### config.mk
export PLATFORM = sky130hd
export DESIGN_NAME = lapet_cfg
export DESIGN_NICKNAME = d
export VERILOG_FILES = /design/src/laplacian_edge_threshold_macros.svh /design/src/lapet_pkg.sv /design/src/lapet_cfg.sv
export SDC_FILE = /design/constraint.sdc
export NUM_CORES = 1
export LEC_CHECK = 0
export BUFFER_PORTS_ARGS = -buffer_cell sky130_fd_sc_hd__buf_2
export CAP_MARGIN = 20
export CORE_MARGIN = 2
export CORE_UTILIZATION = 43
export CTS_CLUSTER_SIZE = 8
export DETAILED_ROUTE_END_ITERATION = 16
export PLACE_DENSITY = 0.85
export SYNTH_ARGS = -nofsm -noshare
export SYNTH_HDL_FRONTEND = slang
export SYNTH_SLANG_ARGS = --single-unit
### constraint.sdc
create_clock -name clk -period 1.6 [get_ports clk]
set_input_delay 0.32 -clock clk [delete_from_list [all_inputs] [get_ports clk]]
set_output_delay 0.32 -clock clk [all_outputs]
set_load 0.01 [all_outputs]
### src/laplacian_edge_threshold_macros.svh
// Assertion macros for the Laplacian edge threshold block.
// Included by the RTL files that carry concurrent checks; expects clk and rst in scope.
`ifndef LAPLACIAN_EDGE_THRESHOLD_MACROS_SVH
`define LAPLACIAN_EDGE_THRESHOLD_MACROS_SVH

// property must hold on every rising clock edge outside reset
`define LAPET_CHECK(lbl, prop, msg) \
  lbl: assert property (@(posedge clk) disable iff (rst) prop) else $error(msg);

// condition must never be seen outside reset
`define LAPET_NEVER(lbl, cond, msg) \
  lbl: assert property (@(posedge clk) disable iff (rst) !(cond)) else $error(msg);

`endif

### src/lapet_pkg.sv
// Shared types and constants for the Laplacian edge threshold block.
// No dependencies; imported by every module of the block.
`timescale 1ns / 1ps
`default_nettype none

package lapet_pkg;

  localparam int MAX_LINE = 1024;
  localparam int MAX_ROWS = 1024;
  localparam int PIX_W    = 8;
  localparam int POS_W    = 10;
  localparam int DIM_W    = 11;
  localparam int LINE_AW  = $clog2(MAX_LINE);
  localparam int QD       = 4;
  localparam int QAW      = $clog2(QD);
  localparam int QLW      = $clog2(QD + 1);
  localparam int APB_AW   = 3;
  localparam int APB_DW   = 32;

  localparam logic [DIM_W-1:0] DIM_RESET = DIM_W'(5);

  // register index, taken from paddr[2]
  localparam logic REG_FRAME_WIDTH  = 1'b0;
  localparam logic REG_FRAME_HEIGHT = 1'b1;

  typedef struct packed {
    logic [PIX_W-1:0] pixel;
    logic             frame_start;
  } pix_item_t;

  typedef struct packed {
    logic             edge_res;
    logic [POS_W-1:0] center_row;
    logic [POS_W-1:0] center_col;
    logic             frame_last;
  } res_item_t;

  typedef struct packed {
    logic [DIM_W-1:0] width;
    logic [DIM_W-1:0] height;
  } dims_t;

  typedef struct packed {
    logic                 rd_en;
    logic [LINE_AW-1:0]   rd_addr;
    logic                 wr_en;
    logic [LINE_AW-1:0]   wr_addr;
    logic [2*PIX_W-1:0]   wr_data;
  } line_req_t;

endpackage

`default_nettype wire

### src/lapet_cfg.sv
// APB register file: frame width and height, with clamped copies for the datapath.
// Depends on lapet_pkg.
`timescale 1ns / 1ps
`default_nettype none

module lapet_cfg
  import lapet_pkg::*;
(
  input  logic              clk,
  input  logic              rst,
  input  logic              psel,
  input  logic              penable,
  input  logic              pwrite,
  input  logic [APB_AW-1:0] paddr,
  input  logic [APB_DW-1:0] pwdata,
  output logic [APB_DW-1:0] prdata,
  output logic              pready,
  output dims_t             dims
);

  logic [DIM_W-1:0] frame_width;
  logic [DIM_W-1:0] frame_height;
  logic             wr_hit;

  function automatic logic [DIM_W-1:0] clamp_dim(input logic [DIM_W-1:0] v,
                                                 input logic [DIM_W-1:0] hi);
    logic [DIM_W-1:0] r;
    if (v < DIM_W'(3)) r = DIM_W'(3);
    else if (v > hi)   r = hi;
    else               r = v;
    return r;
  endfunction

  assign pready = 1'b1;
  assign wr_hit = psel && penable && pwrite;

  always_ff @(posedge clk) begin
    if (rst) begin
      frame_width  <= DIM_RESET;
      frame_height <= DIM_RESET;
    end else if (wr_hit) begin
      case (paddr[2])
        REG_FRAME_WIDTH:  frame_width  <= pwdata[DIM_W-1:0];
        REG_FRAME_HEIGHT: frame_height <= pwdata[DIM_W-1:0];
        default: ;
      endcase
    end
  end

  always_comb begin
    case (paddr[2])
      REG_FRAME_WIDTH:  prdata = {{(APB_DW-DIM_W){1'b0}}, frame_width};
      REG_FRAME_HEIGHT: prdata = {{(APB_DW-DIM_W){1'b0}}, frame_height};
      default:          prdata = '0;
    endcase
  end

  assign dims.width  = clamp_dim(frame_width, DIM_W'(MAX_LINE));
  assign dims.height = clamp_dim(frame_height, DIM_W'(MAX_ROWS));

endmodule

`default_nettype wire

==> results of run 1 <==
## path summary, 6_finish.rpt
| check | end | cells past startpoint |
|---|---|---|
| worst max-delay path | dims[12] | 4 |
| worst min-delay path | frame_height[0] | 2 |
| worst max register to register | frame_height[10] | 3 |
| worst min register to register | frame_height[1] | 2 |
## state kept, by name, summed over array words and instances, names as in the netlist
signal,count
frame_height,11
frame_width,11
## Yosys cell counts
master / number
buf_6: 1
clkbuf_1: 6
conb_1: 2
inv_1: 1
and4_1: 1
nand2_1: 36
buf_4: 23
nor2b_1: 16
a21oi_1: 24
and4b_1: 1
nand4_1: 1
nor3_1: 4
nand4b_2: 1
dfxtp_1: 22
mux2_2: 11
nor4_1: 4
buf_2: 1
a211o_1: 1
nor2_1: 7
## worst max-delay path, cell delays in order, from the launching register on
cell	delay [ps]
dfxtp_4	380
nor4_4	340
a21oi_1	120
nor2_1	120
buf_2	150
## metrics by stage
step	setup TNS (ps)	setup slack (ps)	total power [mW]	util
floorplan	0	375	0.715	-
global placement	0	152	0.734	0.518
detailed placement	0	138	0.736	0.518
CTS	-286	-106	1.16	0.558
global route	-731	-230	1.21	0.576
finish	-354	-148	1.16	0.576
## per-layer routing
layer,vias up,share of wire
met1,527,0.41
met2,40,0.52
li1,595,-
met5,-,0
met4,0,0.0059
met3,2,0.061
## placed cells by master (no fill, tap or decap), types with 2 or more instances in the layout
cell type  synthesis  routed
mux2_2            11      11
nor3_1             4       4
dfxtp_2            0       6
conb_1             2      22
buf_4             23       7
nor2b_1           16      16
dfxtp_4            0       3
buf_2              1      49
a21oi_2            0       2
clkbuf_4           0       3
nand2_1           36      36
dfxtp_1           22      13
a21oi_1           24      22
nor4_4             0       4
nor2_1             7       7
## kinds of logic after synthesis
family          after synthesis  synth area share
buf+inv                      32             0.170
simple gates                 71             0.275
other cells                   2           0.00595
mux                          11            0.0981
flops                        22             0.349
compound gates               25             0.102
## layout make-up
class,count,area share
Tap cell,31,0.0242
Sequential cell,22,0.287
Clock inverter,1,0.0187
Multi-Input combinational cell,129,0.468
Inverter,1,0.00234
Timing Repair Buffer,56,0.186
Clock buffer,3,0.0141
## power by group
group	internal [mW]	leakage (nW)	total, mW	switching [mW]
sequential	0.556	0.183	0.574	0.0175
combinational	0.0649	0.561	0.161	0.0959
clock	0.253	0.0279	0.428	0.174
total	0.875	0.772	1.16	0.288
## repair_timing
action,4_1_cts,5_1_grt
pin swaps,3,6
resized for setup,13,9
cloned,0,0
setup endpoints to repair,5,4
buffers inserted,1,2
==> reports/qor.csv, run 1 <==
metric,value,unit
RD Place Congestion,0.797,
met1 GRT Util,0.219,
critical path launch point type,flip-flop,
first-pass GRT wire length,4640,um
RSZ-0062 raised after global routing,yes,
# rows,19,
initial antenna violation count,0,
Setup Viol. Count Final,4,
Sinks on Clock Net,22,
dpl hpwl,2190,um
TritonCTS clock tree,done,
vias in the first global route,1019,
CTS Buf Count,3,
core area,0.00278,mm^2
fraction of layout cells with a size suffix above 1,0.410,
Initial Util,0.454,
Skew-Pair Late Insertion Delay,310,ps
max-slew violation count,0,
YS warnings,0,
failing checks,setup timing,
# diodes,0,
area of the mapped netlist,0.00126,mm^2
gr busiest metal,met2,
Clock transition at path regs,130,ps
GR Util met3,0.0580,
final setup margin,-148,ps
minimum clock period,1750,ps
synth unique cells,19,
synthesized instance count,163,
fin crit share,1.09,
area share of the largest cell type after synthesis,0.349,
Routed WL,3050,um
Iteration-0 DRC Markers,26,
Worst Hold Launch,pwdata[0],
Worst Setup End Kind,output port,
First-pass DRT Iterations,4,
LEAKAGE,0.772,nW
post-route insts no fill,243,
sequential share of the synthesized area,0.349,
gr ovfl total,0,
pin count of the biggest net entering global routing,25,
ratio of total power to cell area,726,mW/mm^2
"Cell Area, Placed",0.00144,mm^2
ANT nets after route,0,
Die ar.,0.00339,mm^2
status,"complete, but fails checks",
Setup Crit Path Kind,flip-flop to output port,
worst hold path type,input port to flip-flop,
nets,253,
design area,0.00160,mm^2
Area Growth Syn to Fin,26.9,%
Global Route Usage Sum,0.181,
final-layout fill cell count,274,
Fin. Hold Viols,0,
Syn Area/Cell,7.75,um^2
maximum VDD drop,0.766,mV
reg2reg start,frame_height[10],
Placed Cells,236,
Avg WL per Cell,12.6,um
max frequency,0.572,GHz
# IOs,95,
"top cells by area, synth","dfxtp_1 35%, buf_4 14%, nand2_1 11%",
drc violations,0,
number of max-cap violations,0,
register area,459,um^2
Die H,58.2,um
hold_buf cts,0,
Seq cells post-synth,22,
met2 usage,0.310,
DR vias,1164,
dominant cell type by area after synthesis,dfxtp_1,
Worst setup startpoint,frame_width[8],
clock buffer depth,2,
die width,58.2,um
area taken by multi-input logic gates,749,um^2
vias per std cell,4.79,
CTS H-tree lvls,1,
Root Buffer Master,clkbuf_4,
crit path DAT,1430,ps
hold_ws,224,ps
clk_skew,0,ps
Crit path required time,1280,ps
Port Buf Inserts,49,
CP Max Fanout,3,
R2R Setup Slk,650,ps
Power figures use the tool's default switching activity.
==> run 2, diff against run 1 <==
BUFFER_PORTS_ARGS = unset   (was -buffer_cell sky130_fd_sc_hd__buf_2)
CORE_UTILIZATION = 56   (was 43)
DONT_BUFFER_PORTS = 1   (was unset)
PLACE_DENSITY = 0.71   (was 0.85)
==> run 2 against run 1 <==
The flow now finishes without violations. Utilization is 2.0 points higher. Register-to-register slack worse by 60 ps. Critical endpoint is now dims[11]. Count of clock-buffer cells in the layout stayed put. Non-clock buffer count is 54 lower. Global-route usage is 3.8 points higher.
==> reports/qor.csv, run 2 (same netlist as run 1, synthesis figures left out) <==
metric,value,unit,change
Crit path required time,1280,ps,about the same
max-slew violation count,0,,unchanged
max frequency,0.625,GHz,was 0.572 GHz
DR vias,991,,"was 1,164"
# IOs,95,,unchanged
"commonest non-fill, non-tap cells in the layout","36 x nand2_1, 22 x a21oi_1, 22 x conb_1",,"was 49 x buf_2, 36 x nand2_1, 22 x a21oi_1, 22 x conb_1, 16 x nor2b_1"
Clock transition at path regs,120,ps,was 130 ps
hold_ws,62.6,ps,was 224 ps
nets,199,,was 253
Routed WL,2780,um,was 3050 um
First-pass DRT Iterations,4,,unchanged
Iteration-0 DRC Markers,21,,was 26
final-layout fill cell count,203,,was 274
Area Growth Syn to Fin,2.38,%,was 26.9%
drc violations,0,,unchanged
fraction of layout cells with a size suffix above 1,0.229,,was 0.410
Fin. Hold Viols,0,,unchanged
CP Max Fanout,4,,was 3
Setup Viol. Count Final,0,,was 4
first-pass GRT wire length,4280,um,was 4640 um
# rows,17,,was 19
Die ar.,0.00265,mm^2,was 0.00339 mm^2
post-CTS setup buffers,0,,was 1
"slowest stage cell, crit path",dfxtp_4,,unchanged
Avg WL per Cell,15.0,um,was 12.6 um
setup tns final,0,ps,was -354 ps
crit-path cells,"nor4_4, a21oi_2, nor2_2",,"was nor4_4, a21oi_1, nor2_1, buf_2"
Die H,51.5,um,was 58.2 um
final setup margin,0.746,ps,was -148 ps
ratio of total power to cell area,716,mW/mm^2,was 726 mW/mm^2
dpl hpwl,1990,um,was 2190 um
LEAKAGE,0.508,nW,was 0.772 nW
Setup WS pre-CTS,157,ps,was 138 ps
fin crit share,1.00,,was 1.09
Skew-Pair Late Insertion Delay,300,ps,was 310 ps
Setup Crit Path Kind,flip-flop to output port,,unchanged
ANT nets after route,0,,unchanged
CTS Buf Count,3,,unchanged
critical path launch point type,flip-flop,,unchanged
gr ovfl total,0,,unchanged
RD Place Congestion,0.803,,was 0.797
Worst Setup End Kind,output port,,unchanged
"most common cell after layout, fill and taps aside",nand2_1,,was buf_2
CTS H-tree lvls,1,,unchanged
# diodes,0,,unchanged
vias in the first global route,868,,"was 1,019"
Initial Util,0.582,,was 0.454
Sinks on Clock Net,22,,unchanged
clock buffer depth,2,,unchanged
Port Buf Inserts,0,,was 49
vias per std cell,5.36,,was 4.79
die width,51.5,um,was 58.2 um
TritonCTS clock tree,done,,unchanged
pin count of the biggest net entering global routing,25,,unchanged
worst hold path type,input port to flip-flop,,unchanged
number of max-cap violations,0,,unchanged
RSZ-0062 raised after global routing,yes,,unchanged
Placed Cells,182,,was 236
clk_skew,0,ps,unchanged
biggest regs,"frame_height: 11 flops, frame_width: 11 flops",,unchanged
minimum clock period,1600,ps,was 1750 ps
maximum VDD drop,0.440,mV,was 0.766 mV
status,"complete, no violations",,"was complete, but fails checks"
Global Route Usage Sum,0.219,,was 0.181
CP max stage delay,380,ps,about the same
initial antenna violation count,0,,unchanged
post-route insts no fill,185,,was 243
crit path DAT,1280,ps,was 1430 ps
Root Buffer Master,clkbuf_4,,unchanged
core area,0.00217,mm^2,was 0.00278 mm^2
## run 2: cell count changes in the layout (fill, tap and decap cells not counted), sizes merged
cell | before | now
bufinv | 1 | 0
buf | 56 | 2
## run 2: where the power goes
| part | total (mW) | switching (mW) | internal (mW) | leakage [nW] |
|---|---|---|---|---|
| Sequential | 0.577 | 0.0189 | 0.558 | 0.182 |
| Clock | 0.250 | 0.162 | 0.0879 | 0.0138 |
| Combinational | 0.0993 | 0.0640 | 0.0352 | 0.312 |
| Total | 0.926 | 0.245 | 0.681 | 0.508 |
## run 2: per-stage QoR
stage                     instance area (um^2)  power, mW  utilization
final                                     1290      0.926        0.596
after global routing                      1290      0.965        0.596
after CTS                                 1270      0.933        0.585
after detailed placement                  1180      0.677        0.542
after global placement                    1180      0.675        0.542
after floorplan                           1340      0.715            -
## run 2: critical path: cells and delay by family (launching register included)
family	cells	cell delay [ps]
AOI/OAI and AO/OA	1	100
DFF	1	380
and+or+nand+nor	2	500
## run 2: worst paths after layout
kind | depth (start not counted) | slack, ps | endpoint | start
min | 1 | 60 | frame_width[8] | rst
min reg2reg | 2 | 470 | frame_height[1] | frame_height[1]
max reg2reg | 3 | 590 | frame_height[10] | frame_height[10]
max | 3 | 0.7 | dims[11] | frame_width[4]
## run 2: layout make-up
type | count | area, um^2 | share of cell area
repair buffers | 2 | 15.0 | 0.0116
inverters | 1 | 3.75 | 0.00290
clock buffers | 3 | 22.5 | 0.0174
flip-flops and latches | 22 | 457 | 0.353
multi-input cells | 129 | 759 | 0.588
well taps | 28 | 35.0 | 0.0271
## run 2: per-layer routing
metal  GRT usage  share of wire  vias to the layer above
li1            -              -                      488
met4       0.105          0.017                        0
met1       0.262           0.40                      459
met5           0              0                        -
met2       0.365           0.51                       40
met3      0.0497          0.069                        4
## run 2: repair_timing
item                       CTS  global route
hold buffers                 0             0
setup endpoints to repair    4             4
resized for setup           17             8
hold endpoints to repair     0             0
pin swaps                    7             8
