## config.mk

```make
export PLATFORM = sky130hd
export DESIGN_NAME = lapet_out_queue
export DESIGN_NICKNAME = d
export VERILOG_FILES = /design/src/laplacian_edge_threshold_macros.svh /design/src/lapet_pkg.sv /design/src/lapet_out_queue.sv
export SDC_FILE = /design/constraint.sdc
export NUM_CORES = 1
export LEC_CHECK = 0
export BUFFER_PORTS_ARGS = -buffer_cell sky130_fd_sc_hd__buf_2
export CAP_MARGIN = 5
export CORE_MARGIN = 1.5
export CORE_UTILIZATION = 40
export DETAILED_ROUTE_END_ITERATION = 12
export PLACE_DENSITY = 0.56
export SYNTH_ARGS = -nofsm -noshare
export SYNTH_HDL_FRONTEND = slang
export SYNTH_SLANG_ARGS = --single-unit
export TNS_END_PERCENT = 1
```

## constraint.sdc

```tcl
create_clock -name clk -period 4.36 [get_ports clk]
set_clock_uncertainty 0.05 [all_clocks]
set_input_delay 0.218 -clock clk [delete_from_list [all_inputs] [get_ports clk]]
set_output_delay 0.218 -clock clk [all_outputs]
set_load 0.1 [all_outputs]
```

## src/laplacian_edge_threshold_macros.svh

```systemverilog
// Assertion macros for the Laplacian edge threshold block.
// Included by the RTL files that carry concurrent checks; expects clk and rst in scope.
`ifndef LAPLACIAN_EDGE_THRESHOLD_MACROS_SVH
`define LAPLACIAN_EDGE_THRESHOLD_MACROS_SVH

// property must hold on every rising clock edge outside reset
`define LAPET_CHECK(lbl, prop, msg) \
  lbl: assert property (@(posedge clk) disable iff (rst) prop) else $error(msg);

// condition must never be seen outside reset
`define LAPET_NEVER(lbl, cond, msg) \
  lbl: assert property (@(posedge clk) disable iff (rst) !(cond)) else $error(msg);

`endif

```

## src/lapet_pkg.sv

```systemverilog
// Shared types and constants for the Laplacian edge threshold block.
// No dependencies; imported by every module of the block.
`timescale 1ns / 1ps
`default_nettype none

package lapet_pkg;

  localparam int MAX_LINE = 1024;
  localparam int MAX_ROWS = 1024;
  localparam int PIX_W    = 8;
  localparam int POS_W    = 10;
  localparam int DIM_W    = 11;
  localparam int LINE_AW  = $clog2(MAX_LINE);
  localparam int QD       = 4;
  localparam int QAW      = $clog2(QD);
  localparam int QLW      = $clog2(QD + 1);
  localparam int APB_AW   = 3;
  localparam int APB_DW   = 32;

  localparam logic [DIM_W-1:0] DIM_RESET = DIM_W'(5);

  // register index, taken from paddr[2]
  localparam logic REG_FRAME_WIDTH  = 1'b0;
  localparam logic REG_FRAME_HEIGHT = 1'b1;

  typedef struct packed {
    logic [PIX_W-1:0] pixel;
    logic             frame_start;
  } pix_item_t;

  typedef struct packed {
    logic             edge_res;
    logic [POS_W-1:0] center_row;
    logic [POS_W-1:0] center_col;
    logic             frame_last;
  } res_item_t;

  typedef struct packed {
    logic [DIM_W-1:0] width;
    logic [DIM_W-1:0] height;
  } dims_t;

  typedef struct packed {
    logic                 rd_en;
    logic [LINE_AW-1:0]   rd_addr;
    logic                 wr_en;
    logic [LINE_AW-1:0]   wr_addr;
    logic [2*PIX_W-1:0]   wr_data;
  } line_req_t;

endpackage

`default_nettype wire

```

## src/lapet_out_queue.sv

```systemverilog
// Four-entry result queue between the datapath and the output channel.
// Depends on lapet_pkg.
`timescale 1ns / 1ps
`default_nettype none

module lapet_out_queue
  import lapet_pkg::*;
(
  input  logic           clk,
  input  logic           rst,
  input  logic           push,
  input  res_item_t      push_item,
  output logic           res_valid,
  input  logic           res_stall,
  output res_item_t      res_item,
  output logic [QLW-1:0] level
);

  res_item_t        slots [QD];
  logic [QAW-1:0]   wr_ptr;
  logic [QAW-1:0]   rd_ptr;
  logic             pop;

  assign res_valid = level != '0;
  assign res_item  = slots[rd_ptr];
  assign pop       = res_valid && !res_stall;

  always_ff @(posedge clk) begin
    if (push) begin
      slots[wr_ptr] <= push_item;
    end
  end

  always_ff @(posedge clk) begin
    if (rst) begin
      wr_ptr <= '0;
      rd_ptr <= '0;
      level  <= '0;
    end else begin
      if (push) wr_ptr <= wr_ptr + QAW'(1);
      if (pop)  rd_ptr <= rd_ptr + QAW'(1);
      case ({push, pop})
        2'b10:   level <= level + QLW'(1);
        2'b01:   level <= level - QLW'(1);
        default: level <= level;
      endcase
    end
  end

endmodule

`default_nettype wire

```

==> impl_results.md, run 1 <==
- CTS Buf Count: 9
- Final std cells w/o fill: 338
- CTS resizes: 0
- Slew margin rel.: 0.281
- Fin worst setup slack: around 1.9 ns
- Max Slew Vio Count: 0
- Min Clock Period, post-route: about 2.5 ns
- IO buf count: 51
- Netlist cell types: 22
- Post-synth ARST share: 0
- Synth top area share: 0.727
- Setup WS pre-CTS: about 2.2 ns
- Die Area: just under 10000 µm²
- Crit path kind: reg -> out
- CP Capture Type: output pin
- Final setup violation count: 0
- Nature of the critical path startpoint: flop
- Post-DRT Antenna Nets: 0
- Number of synthesized register bits: 97
- RSZ-0062 raised after global routing: false
- Mapped Nets: 196
- Iter 0 DRT Violations: 93
- Wire length per cell: 16.6 µm
- Net Sw Frac: 0.427
- Synth Flop Type: edfxtp_1
- Internal power: 1.49 mW
- Critical-path top delay cell: dfxtp_1
- Vias in the first global route: 1754
- CTS tree: yes
- Maxcap violations: 0
- Status: completed
- # DRC: 0
- Warnings from Yosys: 0
- Sequential cell area fraction in the yosys report: 0.776
- Tcrit/Tclk final: 0.568
- Starting Density: 0.415
- Total global routing overflow: 0
- First-pass GRT wire length: 9.14 mm
- Maximum VDD drop: 0.692 mV
- Latest clock arrival within the worst-skew pair: between 0.3 and 0.4 ns
- Nets: around 260
- WL final: 5.62 mm
- Measured slew at the worst slew-check pin: 1.08 ns
- Top cell type by total area after synthesis: edfxtp_1
- Met2 GRT Util: 0.199
- Row count: 34
- Layout area overhead: 15.1%
- Worst EP arrival: 2.21 ns
- Initial antenna violation count: 0
- Sum Neg Setup Slack: 0 ns
- ANT cells: 0
- Core area: between 8000 and 9000 µm²
- Pre-antenna DRT Iters: 4
- Routed vias: 1686
- Routing usage on met3: 0.0329
- Post-synth EDFFs: 88
- Top Ports: 52
- Psw: 1.11 mW
- Final hold vios: 0
- Die Ht: 98.3 µm
- GRT Max-Usage Layer: met2
- Routed vias/inst: 4.99
- CTS root buf: clkbuf_8
- Hold buffer count at cts: 0
- Synth Instances: 164
- H-Tree Depth: 3
- Share of cells above drive strength 1: 0.400
- Met1 Usage GRT: 0.167
- Buffer count from post-CTS setup fixing: 0
- Gr usage total: 0.127
- Largest net degree at the start of global routing: 23
- Placed Cells: 322
- Post-Syn Area: 3640 µm²
- Power density cells: 623 nW/µm²
- Die span in x: 98.3 µm
- GP Congestion: ~0.7
- CTS clk-pin slew, worst paths: 0.09 ns
- Synth top area cells: edfxtp_1 (73%), mux4_2 (12%), dfxtp_1 (5.0%)
- Gate power share: 0.371
- Crit-path cells: mux4_2, buf_2
- Hold Crit Class: in -> reg
- Avg Inst Size Synth: 22.2 µm²
- Clock sink count: between 90 and 100
- Req. time, crit path: 4.09 ns
- Seq pwr share: 0.442
- Delay of the slowest critical-path stage: 1.04 ns
- Leakage: 1.44 nW
- Fmax: 404 MHz
- CP Max Fanout: 22
- Clk pwr share: 0.186
- Clk buf depth: 2
area by class of cell:
class	count	area, µm²
fillers	752	4580
flip-flops and latches	97	2820
multi-input cells	55	751
repair buffers	55	285
well taps	108	135
clock buffers	10	128
clock inverters	6	35.0
inverters	7	26.3
metal layers:
| metal | wire (µm) | vias to the layer above |
|---|---|---|
| met5 | 0 | - |
| li1 | - | 781 |
| met1 | 2490 | 863 |
| met4 | 108 | 0 |
| met2 | 2800 | 33 |
| met3 | 229 | 9 |
placed cells by master, fill, tap and decap left out, types with 2 or more instances in the layout:
| cell type | count |
|---|---|
| o21ai_0 | 2 |
| clkbuf_8 | 9 |
| a21oi_1 | 4 |
| mux4_2 | 20 |
| or3_1 | 2 |
| xor2_1 | 2 |
| dfxtp_1 | 8 |
| nor2_1 | 7 |
| and2_1 | 4 |
| buf_2 | 51 |
| buf_4 | 4 |
| mux4_1 | 2 |
| clkinv_2 | 3 |
| edfxtp_1 | 88 |
| inv_1 | 7 |
| ha_1 | 5 |
per-stage QoR:
step / power (mW) / area (µm²) / hold slack [ns] / util
after floorplan: 2.02 / 3640 / 0.267 / -
after global placement: 2.15 / 4020 / 0.386 / 0.459
after detailed placement: 2.15 / 4020 / 0.389 / 0.459
after CTS: 2.63 / 4180 / 0.0190 / 0.477
after global routing: 2.72 / 4180 / 0.0128 / 0.477
final: 2.61 / 4180 / 0.0334 / 0.477
critical path, delay by kind of cell (launching register included):
kind | cells | cell delay (ns)
buffers and inverters | 1 | 0.43
muxes | 1 | 0.38
DFF | 1 | 1.04
power by group through the flow:
stage	Sequential (mW)	Clock, mW	Combinational [mW]
after floorplan	1.21	0	0.807
after global placement	1.18	0	0.970
after detailed placement	1.18	0	0.970
after CTS	1.16	0.501	0.974
after global routing	1.17	0.540	1.01
final	1.15	0.486	0.968
state kept, by name, summed over array words and instances (netlist names), named ones only:
| register | cells |
|---|---|
| wr_ptr | 2 |
| rd_ptr | 2 |
| level | 3 |
| slots | 88 |
kinds of logic after synthesis:
| family | after synthesis | synth area share |
|---|---|---|
| adder cells (fa/ha/maj) | 6 | 0.0227 |
| AND/OR/NAND/NOR | 16 | 0.0241 |
| multiplexers | 24 | 0.144 |
| buffers and inverters | 12 | 0.0172 |
| AO/OA/AOI/OAI | 6 | 0.00826 |
| XOR/XNOR | 3 | 0.00723 |
| flip-flops | 97 | 0.776 |
final timing paths:
kind                                   start           to  slack [ns]  cells after the start
worst max-delay path                    flop  res_item[8]        1.89                      2
worst max register to register      level[0]     level[2]        2.44                      8
worst min-delay path            push_item[2]  slots[1][2]        0.03                      1
worst min register to register      level[2]     level[2]        0.47                      2
cell usage after synthesis (4+ instances only):
library cell / number
a21oi_1: 4
dfxtp_1: 9
inv_1: 7
ha_1: 5
mux4_2: 20
nor2_1: 7
edfxtp_1: 88
and2_1: 4
Power figures use the tool's default switching activity.
==> run 2: changes to the inputs <==
ABC_AREA = 1   (was not set)
PLACE_DENSITY = 0.58   (was 0.56)
clock period = 2.07 ns   (was 4.36 ns; I/O delays follow)
==> run 2 against run 1 <==
  * Count of clock-buffer cells in the layout is 2 higher
  * Largest power group unchanged
  * Critical path depth is 2 higher
  * Core utilization is 1.7 points higher
  * Sequential share of layout area is 5.4 points lower
  * First-iteration DRC count is 3.2% lower
  * Sequential cell count stayed put
  * Die area is 3.4% higher
  * Design area is 8.8% higher
  * Sequential power is 99% higher
  * Combinational power is 120% higher
  * Clock power grew to 2.6 times the previous value
  * Non-clock buffer count is 26 higher
==> impl_results.md, run 2 <==
- Row count: 35
- Avg Inst Size Synth: 13.6 µm²
- Top Registers: slots: 88 flops, level: 3 flops
- Post-synth EDFFs: 88
- Synth Flop Type: edfxtp_1
- Top cell type by total area after synthesis: edfxtp_1
- FF+latch area: 2830 µm²
- Hold Startpoint: rst
- Fill cell count: 843
- Layout area overhead: 20.9%
- Warnings from Yosys: 0
- Fin area: 4550 µm²
- Routed vias/inst: 5.01
- Share of cells above drive strength 1: 0.222
- Buffer count from post-CTS setup fixing: 0
- Sequential cell area fraction in the yosys report: 0.750
- Met1 Usage GRT: 0.186
- Multi-input gate area: 754 µm²
- IO buf count: 51
- Final hold vios: 0
- Req. time, crit path: 1.92 ns
- Mapped Nets: ~310
- Starting Density: 0.409
- Count leader, synth: edfxtp_1
- Die Area: about 10000 µm²
- Clk buf depth: 2
- Routed vias: between 2000 and 2500
- Measured slew at the worst slew-check pin: 0.488 ns
- Maxcap violations: 0
- Synth top area cells: edfxtp_1 (70%), nor2_1 (4.9%), dfxtp_1 (4.8%)
- Met2 GRT Util: 0.254
- Hold Crit Class: in -> reg
- Maximum VDD drop: ~0.66 mV
- CTS root buf: clkbuf_8
- CTS Buf Count: 9
- RR Startpoint: level[0]
- Most frequent cells after synthesis: edfxtp_1 (88), nor2_1 (49), o21ai_0 (30)
- Netlist cell types: 20
- Post-synth ARST share: 0
- CTS tree: yes
- Top reg by flops: slots
- Hold Path Stages: 4
- Post-Syn Area: 3760 µm²
- DP HPWL: about 4.3 mm
- Routing usage on met3: 0.0397
- Crit path kind: reg -> out
- Wire length per cell: 15.4 µm
- R2R Setup Slk: 0.26 ns
- Total global routing overflow: 0
- Post-Place Cell Area: 4120 µm²
- Most common cell after layout, fill and taps aside: edfxtp_1
- # DRC: 0
- Min Clock Period, post-route: roughly 2.0 ns
- Vias in the first global route: 2332
- Status: completed
- Most frequent cells in the layout: edfxtp_1 (88), nor2_1 (49), buf_2 (47), o21ai_0 (30), dlygate4sd3_1 (22)
- H-Tree Depth: 3
- Worst EP arrival: between 1.5 and 2 ns
- First-pass GRT wire length: 11.4 mm
- CTS clk-pin slew, worst paths: 0.08 ns
- RSZ-0062 raised after global routing: false
- Latest clock arrival within the worst-skew pair: 0.35 ns
- Die Ht: 100 µm
- ANT cells: 0
- Largest net degree at the start of global routing: 45
- Nature of the critical path startpoint: flop
- Pre-antenna DRT Iters: 4
- Initial antenna violation count: 0
- Die span in x: approximately 100 µm
- Number of flip-flops in the largest register: 88
- Top Ports: 52
- Core area: 9200 µm²
- R2r endpoint: level[2]
- Clock sink count: 97
- Pwr Total: 5.66 mW
- Util after Layout: 0.495
- Tcrit/Tclk final: 0.952
- Leakage: 1.70 nW
- Iter 0 DRT Violations: 90
- Post-DRT Antenna Nets: 0
- Number of synthesized register bits: 97
- Max Slew Vio Count: 0
- Fmax: 507 MHz
- CP Max Fanout: 23
- Worst hold slack: 0.0311 ns
- Hold endpoint: level[2]
- Power density cells: 1240 nW/µm²
- Slew margin rel.: 0.677
- Gr usage total: 0.153
- GRT Max-Usage Layer: met2
- Synth Instances: 276
- Final setup violation count: 0
- R2R depth: 10
- Nets: 387
- CP Capture Type: output pin
- GP Congestion: ~0.76
- Synth top area share: 0.702
- WL final: 7.27 mm
-- run 2: cell type report --
class,instances,area share
Timing Repair Buffer,81,0.120
Inverter,19,0.0173
Clock inverter,4,0.0154
Tap cell,111,0.0305
Sequential cell,97,0.621
Clock buffer,12,0.0297
Multi-Input combinational cell,147,0.166
-- run 2: timing repair --
item	in CTS	in global routing
hold buffers	22	0
endpoints found under the hold margin	88	0
endpoints found under the setup margin	0	4
resized for setup	0	4
-- run 2: metal layers --
layer	vias up	share of wire
li1	1157	-
met1	1146	0.45
met2	41	0.49
met3	14	0.043
met4	0	0.021
met5	-	0
-- run 2: worst max-delay path, cell delays in order (launching register included) --
cell and delay (ns):
dfxtp_2 0.39, buf_4 0.27, o21ai_0 0.14, o22ai_1 0.20, buf_2 0.46
-- run 2: power breakdown --
part           leakage, nW  switching, mW  internal [mW]  total [mW]
Combinational        0.716           1.73          0.355        2.09
Clock                0.104          0.599          0.679        1.28
Sequential           0.884         0.0424           2.25        2.29
-- run 2: kinds of logic after synthesis --
family | Yosys count | share of synthesized area
DFF | 97 | 0.750
AOI/OAI and AO/OA | 77 | 0.110
and+or+nand+nor | 64 | 0.0668
buffers and inverters | 32 | 0.0512
adders and majority gates | 6 | 0.0219
-- run 2: how the worst max path moves through the flow --
stage               cells past startpoint  slack, ns      from      endpoint
global route                            4     0.0003      flop  res_item[15]
floorplan                               5      -0.22      flop  res_item[15]
finish                                  4        0.1      flop  res_item[11]
CTS                                     4       0.06      flop   res_item[2]
detailed placement                     11       0.30  level[0]      level[2]
global placement                       11       0.44  level[0]      level[2]
-- run 2: per-stage QoR --
step	instances	setup slack [ns]	setup TNS, ns
2_1_floorplan	276	-0.219	-4.52
3_3_place_gp	433	0.436	0
3_5_place_dp	433	0.297	0
4_1_cts	471	0.0649	0
5_1_grt	471	0.000346	0
6_report	471	0.0992	0
