===== src/laplacian_edge_threshold_macros.svh =====
// Assertion macros for the Laplacian edge threshold block.
// Included by the RTL files that carry concurrent checks; expects clk and rst in scope.
`ifndef LAPLACIAN_EDGE_THRESHOLD_MACROS_SVH
`define LAPLACIAN_EDGE_THRESHOLD_MACROS_SVH

// property must hold on every rising clock edge outside reset
`define LAPET_CHECK(lbl, prop, msg) \
  lbl: assert property (@(posedge clk) disable iff (rst) prop) else $error(msg);

// condition must never be seen outside reset
`define LAPET_NEVER(lbl, cond, msg) \
  lbl: assert property (@(posedge clk) disable iff (rst) !(cond)) else $error(msg);

`endif


===== src/lapet_pkg.sv =====
// Shared types and constants for the Laplacian edge threshold block.
// No dependencies; imported by every module of the block.
`timescale 1ns / 1ps
`default_nettype none

package lapet_pkg;

  localparam int MAX_LINE = 1024;
  localparam int MAX_ROWS = 1024;
  localparam int PIX_W    = 8;
  localparam int POS_W    = 10;
  localparam int DIM_W    = 11;
  localparam int LINE_AW  = $clog2(MAX_LINE);
  localparam int QD       = 4;
  localparam int QAW      = $clog2(QD);
  localparam int QLW      = $clog2(QD + 1);
  localparam int APB_AW   = 3;
  localparam int APB_DW   = 32;

  localparam logic [DIM_W-1:0] DIM_RESET = DIM_W'(5);

  // register index, taken from paddr[2]
  localparam logic REG_FRAME_WIDTH  = 1'b0;
  localparam logic REG_FRAME_HEIGHT = 1'b1;

  typedef struct packed {
    logic [PIX_W-1:0] pixel;
    logic             frame_start;
  } pix_item_t;

  typedef struct packed {
    logic             edge_res;
    logic [POS_W-1:0] center_row;
    logic [POS_W-1:0] center_col;
    logic             frame_last;
  } res_item_t;

  typedef struct packed {
    logic [DIM_W-1:0] width;
    logic [DIM_W-1:0] height;
  } dims_t;

  typedef struct packed {
    logic                 rd_en;
    logic [LINE_AW-1:0]   rd_addr;
    logic                 wr_en;
    logic [LINE_AW-1:0]   wr_addr;
    logic [2*PIX_W-1:0]   wr_data;
  } line_req_t;

endpackage

`default_nettype wire


===== src/lapet_window.sv =====
// 3x3 window columns and Laplacian threshold: 8*center against the sum of the neighbors.
// Depends on lapet_pkg.
`timescale 1ns / 1ps
`default_nettype none

module lapet_window
  import lapet_pkg::*;
(
  input  logic             clk,
  input  logic             rst,
  input  logic             shift_en,
  input  logic [PIX_W-1:0] top,
  input  logic [PIX_W-1:0] mid,
  input  logic [PIX_W-1:0] bot,
  output logic             edge_bit
);

  // col_a is the oldest stored column, col_b the newer; index 0 top, 2 bottom
  logic [PIX_W-1:0] col_a [3];
  logic [PIX_W-1:0] col_b [3];
  logic [DIM_W-1:0] pos_sum;
  logic [DIM_W-1:0] neg_sum;

  always_ff @(posedge clk) begin
    if (rst) begin
      for (int i = 0; i < 3; i++) begin
        col_a[i] <= '0;
        col_b[i] <= '0;
      end
    end else if (shift_en) begin
      for (int i = 0; i < 3; i++) begin
        col_a[i] <= col_b[i];
      end
      col_b[0] <= top;
      col_b[1] <= mid;
      col_b[2] <= bot;
    end
  end

  // window after this shift: col_a | col_b | {top, mid, bot}, center is col_b[1]
  assign pos_sum = {col_b[1], 3'b000};
  assign neg_sum = DIM_W'(col_a[0]) + DIM_W'(col_a[1]) + DIM_W'(col_a[2])
                 + DIM_W'(col_b[0]) + DIM_W'(col_b[2])
                 + DIM_W'(top) + DIM_W'(mid) + DIM_W'(bot);
  assign edge_bit = pos_sum > neg_sum;

endmodule

`default_nettype wire


===== config.mk =====
export PLATFORM = sky130hd
export DESIGN_NAME = lapet_window
export DESIGN_NICKNAME = d
export VERILOG_FILES = /design/src/laplacian_edge_threshold_macros.svh /design/src/lapet_pkg.sv /design/src/lapet_window.sv
export SDC_FILE = /design/constraint.sdc
export NUM_CORES = 1
export LEC_CHECK = 0
export ABC_AREA = 1
export BUFFER_PORTS_ARGS = -buffer_cell sky130_fd_sc_hd__buf_2
export CAP_MARGIN = 0
export CORE_MARGIN = 8
export CORE_UTILIZATION = 55
export DETAILED_ROUTE_END_ITERATION = 16
export PLACE_DENSITY = 0.87
export SYNTH_ARGS = -nofsm -noshare
export SYNTH_HDL_FRONTEND = slang
export SYNTH_SLANG_ARGS = --single-unit

===== constraint.sdc =====
create_clock -name clk -period 4 [get_ports clk]
set_input_delay 0 -clock clk [delete_from_list [all_inputs] [get_ports clk]]
set_output_delay 0 -clock clk [all_outputs]
set_load 0.02 [all_outputs]

==> key figures, run 1 <==
Global routing
  • Total grt overflow: 0
  • Gr usage total: 0.147
  • First-pass GRT wire length: roughly 11 mm
  • Largest net degree at the start of global routing: 49
  • Vias in the first global route: between 2k and 3k
  • Initial antenna violation count: 0

Worst setup path
  • R2R setup slack: approximately 3.2 ns
  • Reg2Reg Depth: 2
  • Reg2reg end: col_a[0][12]
  • CP arrival: about 4.6 ns
  • WP data required: 4.00 ns
  • Worst flop-to-flop path startpoint: col_b[0][12]
  • Crit-path max FO: 4
  • Element type at the critical path start: flip-flop
  • Kind of critical path: reg -> out
  • Crit. End Element: output pin

Floorplanning
  • Core box area: about 6400 um2
  • Number of top-level pins: 28
  • Die X: between 90 and 100 um
  • DIE AREA: 9540 um2
  • # rows: 29
  • Die Height: 97.7 um
  • Initial core utilization: 0.574

Outcome
  • Status: complete, but fails checks
  • Failing checks: negative setup slack

Drt
  • Average wire per standard cell: approximately 13 um
  • Detail Route Antenna Nets: 0
  • WL final: approximately 6.5 mm
  • DRT iter0 DRCs: 81
  • Via count: 2,318
  • Avg Vias per Cell: approximately 4.8
  • DRT Pass-1 Iters: 4
  • DRC: 0

Clock network
  • CTS Buf Count: 5
  • Root Driver: clkbuf_8
  • Clock Latency Late Sink: about 0.30 ns
  • CTS clk-pin slew, worst paths: approximately 0.090 ns
  • Maximum buffer depth of the clock tree: 2
  • H-tree Lvls: 2
  • Hold buffers post-CTS: 0
  • CTS tree: built
  • Clock Sinks: 48

Yosys
  • Synth Cell Area: between 3000 and 4000 um2
  • Cells after Synth: about 370
  • Post-synthesis sequential area ratio: 0.393
  • Average size of a mapped cell: around 10 um2
  • YS warnings: 0
  • #FFs+latches synth: 48
  • Yosys cell types: 16
  • Syn_nets: about 460

STA
  • Worst Skew: between 0.005 and 0.006 ns
  • Period minus WS final: 4.55 ns
  • Final Setup Violations: 1
  • Maximum clock frequency: ~220 MHz
  • Slew HR: 0.257
  • Final Worst Setup Slack: -0.553 ns
  • Unrepaired setup endpoints after global routing: true
  • Pins Over Slew Limit: 0
  • Hold Violations, Final: 0
  • Fin Setup TNS: -0.553 ns
  • Tcrit/Tclk final: 1.14
  • Worst-margin pin slew: between 1 and 1.5 ns

Worst hold path
  • Hold Path Depth: 3
  • Hold Crit Class: in -> reg
  • HP Start: bot[5]
  • WHS Endpoint: col_b[0][21]

Place
  • Placed instance count: between 400 and 500
  • Placement-stage cell area: between 3000 and 4000 um2
  • Routability cong.: around 0.86
  • Port-buffer cells: 27
  • DPL Wire Length: slightly below 5 mm

Final layout
  • Layout cells sized above 1: 0.178
  • Ant. Diodes: 0
  • Nets: 503
  • Final Cell Area: just over 4000 um2
  • P&R area growth vs syn: 13.2%
  • Final std cells w/o fill: about 490

Pwr
  • Worst vdd ir: about 0.00048 V
  • Leakage: 0.00210 uW
  • Power density cells: 753 nW/um2

Run
  • Max_cap viols: 0
-- power breakdown --
group | total (uW) | leakage (uW) | switching [uW] | internal (uW)
Sequential | 611 | 0.000527 | 18.7 | 592
Clock | 284 | 0.0000416 | 165 | 119
Combinational | 2230 | 0.00153 | 1230 | 1000
-- routing by layer --
layer,global-route usage,vias up,share of wire
met3,0.0384,14,0.048
met4,0.0594,0,0.021
met5,0,-,0
met1,0.147,1112,0.37
met2,0.278,58,0.56
li1,-,1134,-
-- placed cells by master, fill, tap and decap left out, drive strengths merged --
cell type    n
inv        139
nor2        55
edfxtp      48
fa          47
nand2       37
buf         37
ha          19
a21oi        7
nand3        7
clkbuf       5
xnor2        3
clkinv       2
o21ai        1
nand4        1
a21o         1
or2          1
-- cells by family (layout without fill, tap and decap cells) --
family | count (synthesis) | in the layout | share of synthesized area
buffers and inverters | 144 | 183 | 0.154
AND/OR/NAND/NOR | 101 | 101 | 0.111
adder cells (fa/ha/maj) | 66 | 66 | 0.321
flip-flops | 48 | 48 | 0.393
AO/OA/AOI/OAI | 9 | 9 | 0.0130
XOR/XNOR | 3 | 3 | 0.00717
-- registers in the layout (all words and copies together) (netlist names) --
name	count
col_a	24
col_b	24
-- cell usage after synthesis --
cell type / number / area [um2]
ha_1: 19 / 238
nand3_1: 4 / 20.0
fa_1: 47 / 941
inv_1: 139 / 522
edfxtp_1: 48 / 1440
a21o_1: 1 / 7.51
nor2_1: 55 / 206
a21oi_1: 7 / 35.0
buf_6: 3 / 33.8
nand4_1: 1 / 6.26
o21ai_0: 1 / 5.00
nand2_1: 37 / 139
or2_2: 1 / 6.26
xnor2_1: 3 / 26.3
buf_2: 2 / 10.0
nand3_2: 3 / 30.0
-- how the worst max path moves through the flow --
stage | from | to | slack [ns] | depth (start not counted)
after floorplan | col_a[0][6] | edge_bit | 0.01 | 20
after global placement | col_a[0][6] | edge_bit | -0.22 | 22
after detailed placement | col_a[0][2] | edge_bit | -0.27 | 21
after CTS | col_a[0][2] | edge_bit | -0.59 | 21
after global routing | col_a[0][2] | edge_bit | -0.77 | 21
final | col_a[0][22] | edge_bit | -0.55 | 21
-- worst max-delay path, stage by stage (launching register included) --
cell,delay (ns)
edfxtp_1,0.41
fa_1,0.55
inv_1,0.06
fa_1,0.55
inv_2,0.04
fa_1,0.52
inv_1,0.05
fa_1,0.48
inv_2,0.04
ha_4,0.28
nand2_2,0.06
nand2_2,0.07
a21oi_2,0.07
buf_4,0.12
nand3_1,0.08
nand2_2,0.07
ha_4,0.26
nand2_2,0.06
nor2_4,0.12
nand2_2,0.08
a21oi_4,0.14
buf_6,0.13
-- cell type report --
class | instances | area (um2)
clock buffers | 5 | 68.8
clock inverters | 2 | 12.5
fillers | 505 | 2230
inverters | 139 | 522
multi-input cells | 179 | 1800
flip-flops and latches | 48 | 1440
well taps | 77 | 96.3
repair buffers | 37 | 216
-- per-stage QoR --
| step | hold slack [ns] | worst slack, ns | util | power, uW |
|---|---|---|---|---|
| 2_1_floorplan | 0.208 | 0.0138 | - | 2030 |
| 4_1_cts | 0.00969 | -0.594 | 0.642 | 2950 |
| 5_1_grt | 0.0197 | -0.769 | 0.650 | 3480 |
| 6_report | 0.0188 | -0.553 | 0.650 | 3120 |
| 3_3_place_gp | 0.319 | -0.217 | 0.619 | 2390 |
| 3_5_place_dp | 0.327 | -0.274 | 0.619 | 2490 |
-- timing repair --
action,4_1_cts,5_1_grt
pin swaps,10,18
buffers inserted,0,2
gates resized for setup,11,12
endpoints found under the setup margin,1,1
No activity file was read; power rests on OpenSTA's default activity.
==> run 2: changes to the inputs <==
- CELL_PAD_IN_SITES_DETAIL_PLACEMENT: default -> 0
- CELL_PAD_IN_SITES_GLOBAL_PLACEMENT: default -> 1
- CORE_UTILIZATION: 55 -> 43
==> run 2 against run 1 <==
The run still ends with negative setup slack left. Routed wire length decreased by 6.1%. Global-route usage decreased by 2.7 points. Register-to-register slack improved by 0.02 ns. Total power decreased by 0.21%. Highest routed layer unchanged.
==> key figures, run 2 (synthesis results as in run 1) <==
Worst setup path
  • Crit. End Element: output pin
  • CP arrival: 4.49 ns
  • Element type at the critical path start: flip-flop
  • WP data required: around 4 ns
  • Reg2Reg Depth: 2
  • Kind of critical path: reg -> out
  • Crit-path max FO: 3
  • Worst flop-to-flop path startpoint: col_b[0][13]
  • Reg2reg end: col_a[0][13]
  • R2R setup slack: 3.17 ns

Worst hold path
  • Hold Path Depth: 3
  • HP Start: bot[6]
  • WHS Endpoint: col_b[0][22]
  • Hold Crit Class: in -> reg

Final layout
  • Most common cell after layout, fill and taps aside: inv_1
  • Final std cells w/o fill: 520
  • Ant. Diodes: 0
  • Nets: a little over 500
  • Layout cells sized above 1: 0.190
  • Most frequent cells in the layout: 135 x inv_1, 53 x nor2_1, 48 x edfxtp_1
  • Finished Core Util: 0.514
  • Final Cell Area: between 4000 and 5000 um2
  • P&R area growth vs syn: 15.7%
  • Top flop regs: col_a x24, col_b x24

Floorplanning
  • Number of top-level pins: 28
  • DIE AREA: 11,700 um2
  • Initial core utilization: 0.444
  • Die X: about 110 um
  • # rows: 33
  • Die Height: about 110 um
  • Core box area: about 8300 um2

Place
  • Port-buffer cells: 27
  • Placement-stage cell area: slightly above 4000 um2
  • Placed instance count: 512
  • DPL Wire Length: between 4 and 5 mm
  • Routability cong.: between 0.7 and 0.8

Clock network
  • H-tree Lvls: 2
  • CTS clk-pin slew, worst paths: ~0.090 ns
  • CTS Buf Count: 5
  • Root Driver: clkbuf_8
  • Clock Sinks: 48
  • CTS tree: built
  • Maximum buffer depth of the clock tree: 2
  • Clock Latency Late Sink: approximately 0.30 ns

Drt
  • DRT Pass-1 Iters: 4
  • Avg Vias per Cell: about 4.3
  • Via count: around 2.2k
  • Average wire per standard cell: ~12 um
  • WL final: ~6 mm
  • DRT iter0 DRCs: 62
  • DRC: 0
  • Detail Route Antenna Nets: 0

Outcome
  • Status: complete, but fails checks
  • Failing checks: negative setup slack

Pwr
  • Leakage: 0.00214 uW
  • Tot Pwr: a little over 3000 uW
  • Power density cells: roughly 740 nW/um2
  • Worst vdd ir: about 0.00038 V

STA
  • Period minus WS final: about 4.5 ns
  • Maximum clock frequency: roughly 220 MHz
  • Slew HR: 0.242
  • Final Worst Setup Slack: -0.489 ns
  • Hold Violations, Final: 0
  • Tcrit/Tclk final: 1.12
  • Worst Skew: around 0.0038 ns
  • Final Setup Violations: 1
  • Fin Setup TNS: -0.489 ns
  • Unrepaired setup endpoints after global routing: true
  • Worst-margin pin slew: between 1 and 1.5 ns
  • Pins Over Slew Limit: 0

Global routing
  • Vias in the first global route: 2,623
  • Total grt overflow: 0
  • Initial antenna violation count: 0
  • Largest net degree at the start of global routing: just under 50
  • First-pass GRT wire length: 11.2 mm
  • Gr usage total: 0.119

Run
  • Max_cap viols: 0
[run 2: changes by cell type in the layout (fill, tap and decap cells not counted), sizes merged]
cell / before / now
bufinv: 0 / 1
buf: 37 / 41
[run 2: repair_timing]
action | 4_1_cts | 5_1_grt
hold buffers | 0 | 0
buffers inserted | 0 | 0
resized for setup | 16 | 7
endpoints found under the setup margin | 1 | 1
pin swaps | 21 | 5
[run 2: metrics by stage]
step | hold slack [ns] | setup slack [ns]
detailed placement | 0.332 | -0.292
global placement | 0.325 | -0.287
finish | 0.0219 | -0.489
floorplan | 0.208 | 0.0138
CTS | 0.0149 | -0.550
global route | 0.0316 | -0.716
[run 2: worst max-delay path by stage]
stage / slack, ns / from / cells past startpoint / to
2_1_floorplan: 0.01 / col_a[0][6] / 20 / edge_bit
3_3_place_gp: -0.29 / col_a[0][2] / 21 / edge_bit
3_5_place_dp: -0.29 / col_a[0][5] / 22 / edge_bit
4_1_cts: -0.55 / col_a[0][2] / 21 / edge_bit
5_1_grt: -0.72 / col_a[0][22] / 22 / edge_bit
6_report: -0.49 / col_a[0][2] / 21 / edge_bit
[run 2: worst max-delay path, stage by stage (launching register included)]
cell	delay (ns)
edfxtp_1	0.35
inv_2	0.04
fa_1	0.52
inv_1	0.05
fa_1	0.45
fa_1	0.50
inv_1	0.05
fa_1	0.47
inv_1	0.06
ha_4	0.16
fa_2	0.36
nand2_1	0.09
nand3_2	0.09
xnor2_1	0.14
ha_1	0.31
nand2_2	0.07
inv_1	0.05
nand2_1	0.05
nand2_2	0.06
nand2_2	0.06
a21oi_4	0.14
buf_6	0.13
[run 2: layer usage]
metal  track usage  part of all wire  vias up
met4        0.0323             0.011        0
met1         0.135              0.43     1075
met3        0.0214             0.026        5
met2         0.224              0.53       27
li1              -                 -     1142
met5             0                 0        -
[run 2: power breakdown]
part           switching [uW]  total, uW  internal (uW)
registers                17.4        610            592
logic                    1170       2150            982
clock network             170        356            185
total                    1360       3120           1760
[run 2: cell type report]
| type | instances | area [um2] |
|---|---|---|
| fill | 789 | 4020 |
| multi-input combinational | 179 | 1790 |
| sequential | 48 | 1440 |
| inverter | 139 | 522 |
| timing repair buffer | 41 | 246 |
| tap | 105 | 131 |
| clock buffer | 5 | 68.8 |
| clock inverter | 3 | 42.5 |
